===== config.mk =====
export PLATFORM = sky130hd
export DESIGN_NAME = lzte_ctrl
export DESIGN_NICKNAME = d
export VERILOG_FILES = /design/src/rtl/lzte_pkg.sv /design/src/rtl/lzte_ctrl.sv
export SDC_FILE = /design/constraint.sdc
export NUM_CORES = 1
export LEC_CHECK = 0
export BUFFER_PORTS_ARGS = -buffer_cell sky130_fd_sc_hd__buf_2
export CORE_AREA = 2 2 39 41
export DETAILED_ROUTE_END_ITERATION = 10
export DIE_AREA = 0 0 41 43
export GPL_ROUTABILITY_DRIVEN = 0
export PLACE_DENSITY = 0.5
export SYNTH_ARGS = -nofsm -noshare
export SYNTH_HDL_FRONTEND = slang
export SYNTH_SLANG_ARGS = --single-unit

===== constraint.sdc =====
create_clock -name i_clk -period 4 [get_ports i_clk]
set_clock_uncertainty 0.05 [all_clocks]
set_input_delay 0.8 -clock i_clk [delete_from_list [all_inputs] [get_ports i_clk]]
set_output_delay 0.8 -clock i_clk [all_outputs]
set_load 0.05 [all_outputs]

===== src/rtl/lzte_pkg.sv =====
// ----------------------------------------------------------------------------
// lzte_pkg
// Shared constants and the command/status types for the LZ77 tuple encoder.
// ----------------------------------------------------------------------------
package lzte_pkg;

    // history store geometry
    localparam int STORE_DEPTH  = 2048;
    localparam int ADDR_W       = 11;

    // payload widths
    localparam int BYTE_W       = 8;
    localparam int DIST_W       = 11;
    localparam int LEN_W        = 6;
    localparam int PEND_W       = 7;
    localparam int TDATA_OUT_W  = 32;

    // parameter defaults
    localparam int DEF_WINDOW    = 1024;
    localparam int DEF_MAX_MATCH = 32;

    // controller to datapath commands
    typedef struct packed {
        logic accept;    // store the incoming byte
        logic setup;     // start a new search
        logic issue;     // compare reads are on the bus
        logic k_inc;     // bytes matched, advance
        logic next_d;    // close this distance, move to the next
        logic sym_rd;    // read the next symbol
        logic sym_cap;   // capture the next symbol
        logic emit;      // load the output register and consume bytes
    } t_cmd;

    // datapath to controller status
    typedef struct packed {
        logic hist_zero;
        logic k_cont;
        logic match;
        logic d_last;
        logic pend_full;
        logic out_free;
        logic flush_more;
    } t_status;

endpackage


===== src/rtl/lzte_ctrl.sv =====
// ----------------------------------------------------------------------------
// lzte_ctrl
// Sequencer for byte intake, the window search and tuple emission.
// ----------------------------------------------------------------------------
module lzte_ctrl
    import lzte_pkg::*;
(
    input  logic    i_clk,
    input  logic    i_rst_n,
    input  logic    i_in_valid,
    input  logic    i_in_last,
    input  t_status i_status,
    output logic    o_in_ready,
    output t_cmd    o_cmd
);

    typedef enum logic [2:0] {
        ST_IDLE, ST_SETUP, ST_ISSUE, ST_CMP, ST_NEXT_D, ST_SYM, ST_SYMW, ST_EMIT
    } t_state;

    t_state r_state, n_state;

    // next state and commands
    always_comb begin
        n_state    = r_state;
        o_cmd      = '0;
        o_in_ready = 1'b0;
        unique case (r_state)
            ST_IDLE: begin
                o_in_ready = 1'b1;
                if (i_in_valid) begin
                    o_cmd.accept = 1'b1;
                    if (i_in_last || i_status.pend_full) begin
                        n_state = ST_SETUP;
                    end
                end
            end
            ST_SETUP: begin
                o_cmd.setup = 1'b1;
                n_state = i_status.hist_zero ? ST_SYM : ST_ISSUE;
            end
            ST_ISSUE: begin
                if (i_status.k_cont) begin
                    o_cmd.issue = 1'b1;
                    n_state = ST_CMP;
                end else begin
                    n_state = ST_NEXT_D;
                end
            end
            ST_CMP: begin
                if (i_status.match) begin
                    o_cmd.k_inc = 1'b1;
                    n_state = ST_ISSUE;
                end else begin
                    n_state = ST_NEXT_D;
                end
            end
            ST_NEXT_D: begin
                o_cmd.next_d = 1'b1;
                n_state = i_status.d_last ? ST_SYM : ST_ISSUE;
            end
            ST_SYM: begin
                o_cmd.sym_rd = 1'b1;
                n_state = ST_SYMW;
            end
            ST_SYMW: begin
                o_cmd.sym_cap = 1'b1;
                n_state = ST_EMIT;
            end
            ST_EMIT: begin
                if (i_status.out_free) begin
                    o_cmd.emit = 1'b1;
                    n_state = i_status.flush_more ? ST_SETUP : ST_IDLE;
                end
            end
            default: n_state = ST_IDLE;
        endcase
    end

    // state register
    always_ff @(posedge i_clk) begin
        if (!i_rst_n) begin
            r_state <= ST_IDLE;
        end else begin
            r_state <= n_state;
        end
    end

endmodule


==> summary.md <==
| Metric | Value |
|---|---|
| Core area | `0.00138 sq mm` |
| CTS tree | `yes` |
| Fill cell count | `170` |
| Starting Density | `21.2%` |
| Clk buf depth | `2` |
| Setup-failing EPs final | `0` |
| Hold Buf Count CTS | `0` |
| Routed WL per cell | `11.2 um` |
| # IOs | `20` |
| Setup ws final | `1.51 ns` |
| Htree depth | `1` |
| Slew HR | `68.0%` |
| Row cnt | `14` |
| Max reg flops | `3` |
| Setup TNS | `0 ns` |
| Vias in the first global route | `285` |
| Worst r2r dst | `r_state[0]$_SDFFE_PN0P_` |
| Crit path cell chain | `buf_2, inv_1, nor4b_1, buf_2` |
| Worst path most repeated cell | `buf_2` |
| WP data arrival | `1.64 ns` |
| Final slew viol count | `0` |
| Most frequent cell after synthesis | `nand2_1` |
| Worst Reg2Reg Path Length in Cells | `3` |
| CP required | `3.15 ns` |
| Biggest regs | `r_state: 3 flops` |
| Die Ht | `43 um` |
| Max Cap Violations | `0` |
| Die width | `41 um` |
| RSZ-0062 raised after global routing | `false` |
| Dpl hpwl | `582 um` |
| Share of layout cells above drive strength 1 | `41.8%` |
| Root buf cell | `clkbuf_4` |
| Kind of critical path | `in -> out` |
| Vias | `342` |
| Drt pass-1 iters | `4` |
| N_diodes | `0` |
| Flop2flop setup slack | `2.34 ns` |
| Synth Warn # | `0` |
| Clk Latency, worst-skew pair | `0.23 ns` |
| Largest net degree at the start of global routing | `18` |
| Hold Vio Cnt, Final | `0` |
| Total Wirelength | `792 um` |
| Post-synth ARST share | `0%` |
| Initial antenna violation count | `0` |
| Post-synthesis sequential area ratio | `20.5%` |
| Min-Delay Endpoint | `r_state[2]$_SDFFE_PN0P_` |
| Flop and latch count out of synthesis | `3` |
| Synth Cell Area | `293 sq um` |
| Synth area leader | `dfxtp_1` |
| Resized cells post-CTS | `0` |
| PortBufs | `19` |
| Max rail drop VDD | `308 uV` |
| Area Overhead vs Synth | `39.3%` |
| Synth top area share | `20.5%` |
| Min Tclk post-route | `2.49 ns` |
| Pre-CTS WS | `1.53 ns` |
| Main synth FF type | `dfxtp_1` |
| Vias/cell | `4.82` |
| Slowest library cell on the worst path | `nor4b_1` |
| FF-to-FF Start | `r_state[0]$_SDFFE_PN0P_` |
| DRC viols | `0` |
| Post-synth EDFFs | `0` |
| Total Routing Usage GR | `10.3%` |
| Cell variety after synth | `24` |
| Clock Pin Slew Worst Setup and Hold Paths | `0.04 ns` |
| Synth top area cells | `dfxtp_1, and4_1, nor3b_1` |
| Synth Instances | `36` |
| Type of origin of the critical path | `primary input` |
| Sink Count | `3` |
| Crit. End Element | `primary output` |
| Post-layout net count | `67` |
| Hold Crit Class | `reg -> reg` |
| First-pass GRT wire length | `1.21 mm` |
| Worst Max-Slew Pin Slew | `0.480 ns` |
| Initial DRC count | `3` |
| Biggest register | `r_state` |
| Die footprint | `0.00176 sq mm` |
| Hold Path Cell Cnt | `2` |
| P_leak | `0.197 nW` |
| Outcome | `finished clean` |
| Worst-path fanout max | `3` |
| CP max stage delay | `0.37 ns` |
| Top cells by count, synth | `nand2_1, and4_1, dfxtp_1, nor3b_1` |
| Antenna viol nets, final | `0` |
| Pwr dens | `870 mW/mm^2` |
| Post-CTS Setup Bufs | `0` |
| Total CTS buffers | `3` |
| Hold Startpoint | `r_state[1]$_SDFFE_PN0P_` |
| Achievable clock frequency | `401 MHz` |
| Grt ovf | `0` |
| Mapped Avg Cell Area | `8.13 sq um` |
| Syn_nets | `47` |
| Tcrit/Tclk final | `62.3%` |
kinds of logic (layout without fill, tap and decap cells):
logic type / after synthesis / count (layout) / share of synthesized area (%)
buffers and inverters: 6 / 25 / 11.5
and+or+nand+nor: 18 / 18 / 39.7
DFF: 3 / 3 / 20.5
AOI/OAI and AO/OA: 9 / 9 / 28.2
layer usage:
metal  part of all wire (%)  track usage, %
met4                      0            2.00
met1                     50            13.7
met5                      0               0
met3                    9.1            7.85
met2                     41            13.1
stage by stage:
step / power [mW] / hold slack [ns] / area, sq um / cells / utilization (%)
final: 0.355 / 0.778 / 408 / 71 / 29.5
after global routing: 0.387 / 0.777 / 408 / 71 / 29.5
after CTS: 0.360 / 0.776 / 408 / 71 / 29.5
after detailed placement: 0.305 / 0.763 / 382 / 67 / 27.6
after global placement: 0.303 / 0.758 / 382 / 67 / 27.6
after floorplan: 0.272 / 0.638 / 293 / 36 / -
layout make-up:
class | instances | area (sq um) | area share, %
multi-input combinational | 27 | 199 | 48.8
timing repair buffer | 19 | 95.1 | 23.3
sequential | 3 | 60.1 | 14.7
clock buffer | 4 | 26.3 | 6.44
tap | 16 | 20.0 | 4.91
inverter | 2 | 7.51 | 1.84
worst max-delay path by stage:
stage	from	endpoint	slack [ns]	cells past startpoint
floorplan	i_status[5]	o_cmd[5]	0.62	2
global placement	i_status[5]	o_cmd[5]	1.54	4
detailed placement	i_status[5]	o_cmd[5]	1.53	4
CTS	i_status[5]	o_cmd[5]	1.52	4
global route	i_status[5]	o_cmd[5]	1.47	4
finish	i_status[5]	o_cmd[5]	1.51	4
cells in the final DEF, fill, tap and decap left out, drive strengths merged:
cell    netlist  layout
a211oi        1       1
nor4bb        1       1
o311a         1       1
o41a          1       1
a21bo         1       1
nor4b         1       1
o21ai         1       1
buf           2      19
nor3          1       1
clkbuf        2       4
nand2         4       4
inv           2       2
and4          3       3
nor3b         3       3
and2          1       1
and3b         1       1
nor2b         1       1
o31a          1       1
a221oi        1       1
o2111a        1       1
dfxtp         3       3
nor2          2       2
a311o         1       1
worst max-delay path, delay by kind of cell:
| family | cells | cell delay, ns |
|---|---|---|
| buffers and inverters | 3 | 0.46 |
| AND/OR/NAND/NOR | 1 | 0.37 |
power by group:
part           switching [mW]  internal [mW]
combinational           0.144         0.0695
sequential             0.0462         0.0434
clock                  0.0146         0.0373
total                   0.205          0.150
Note: power is estimated with default switching activity, not from simulation.
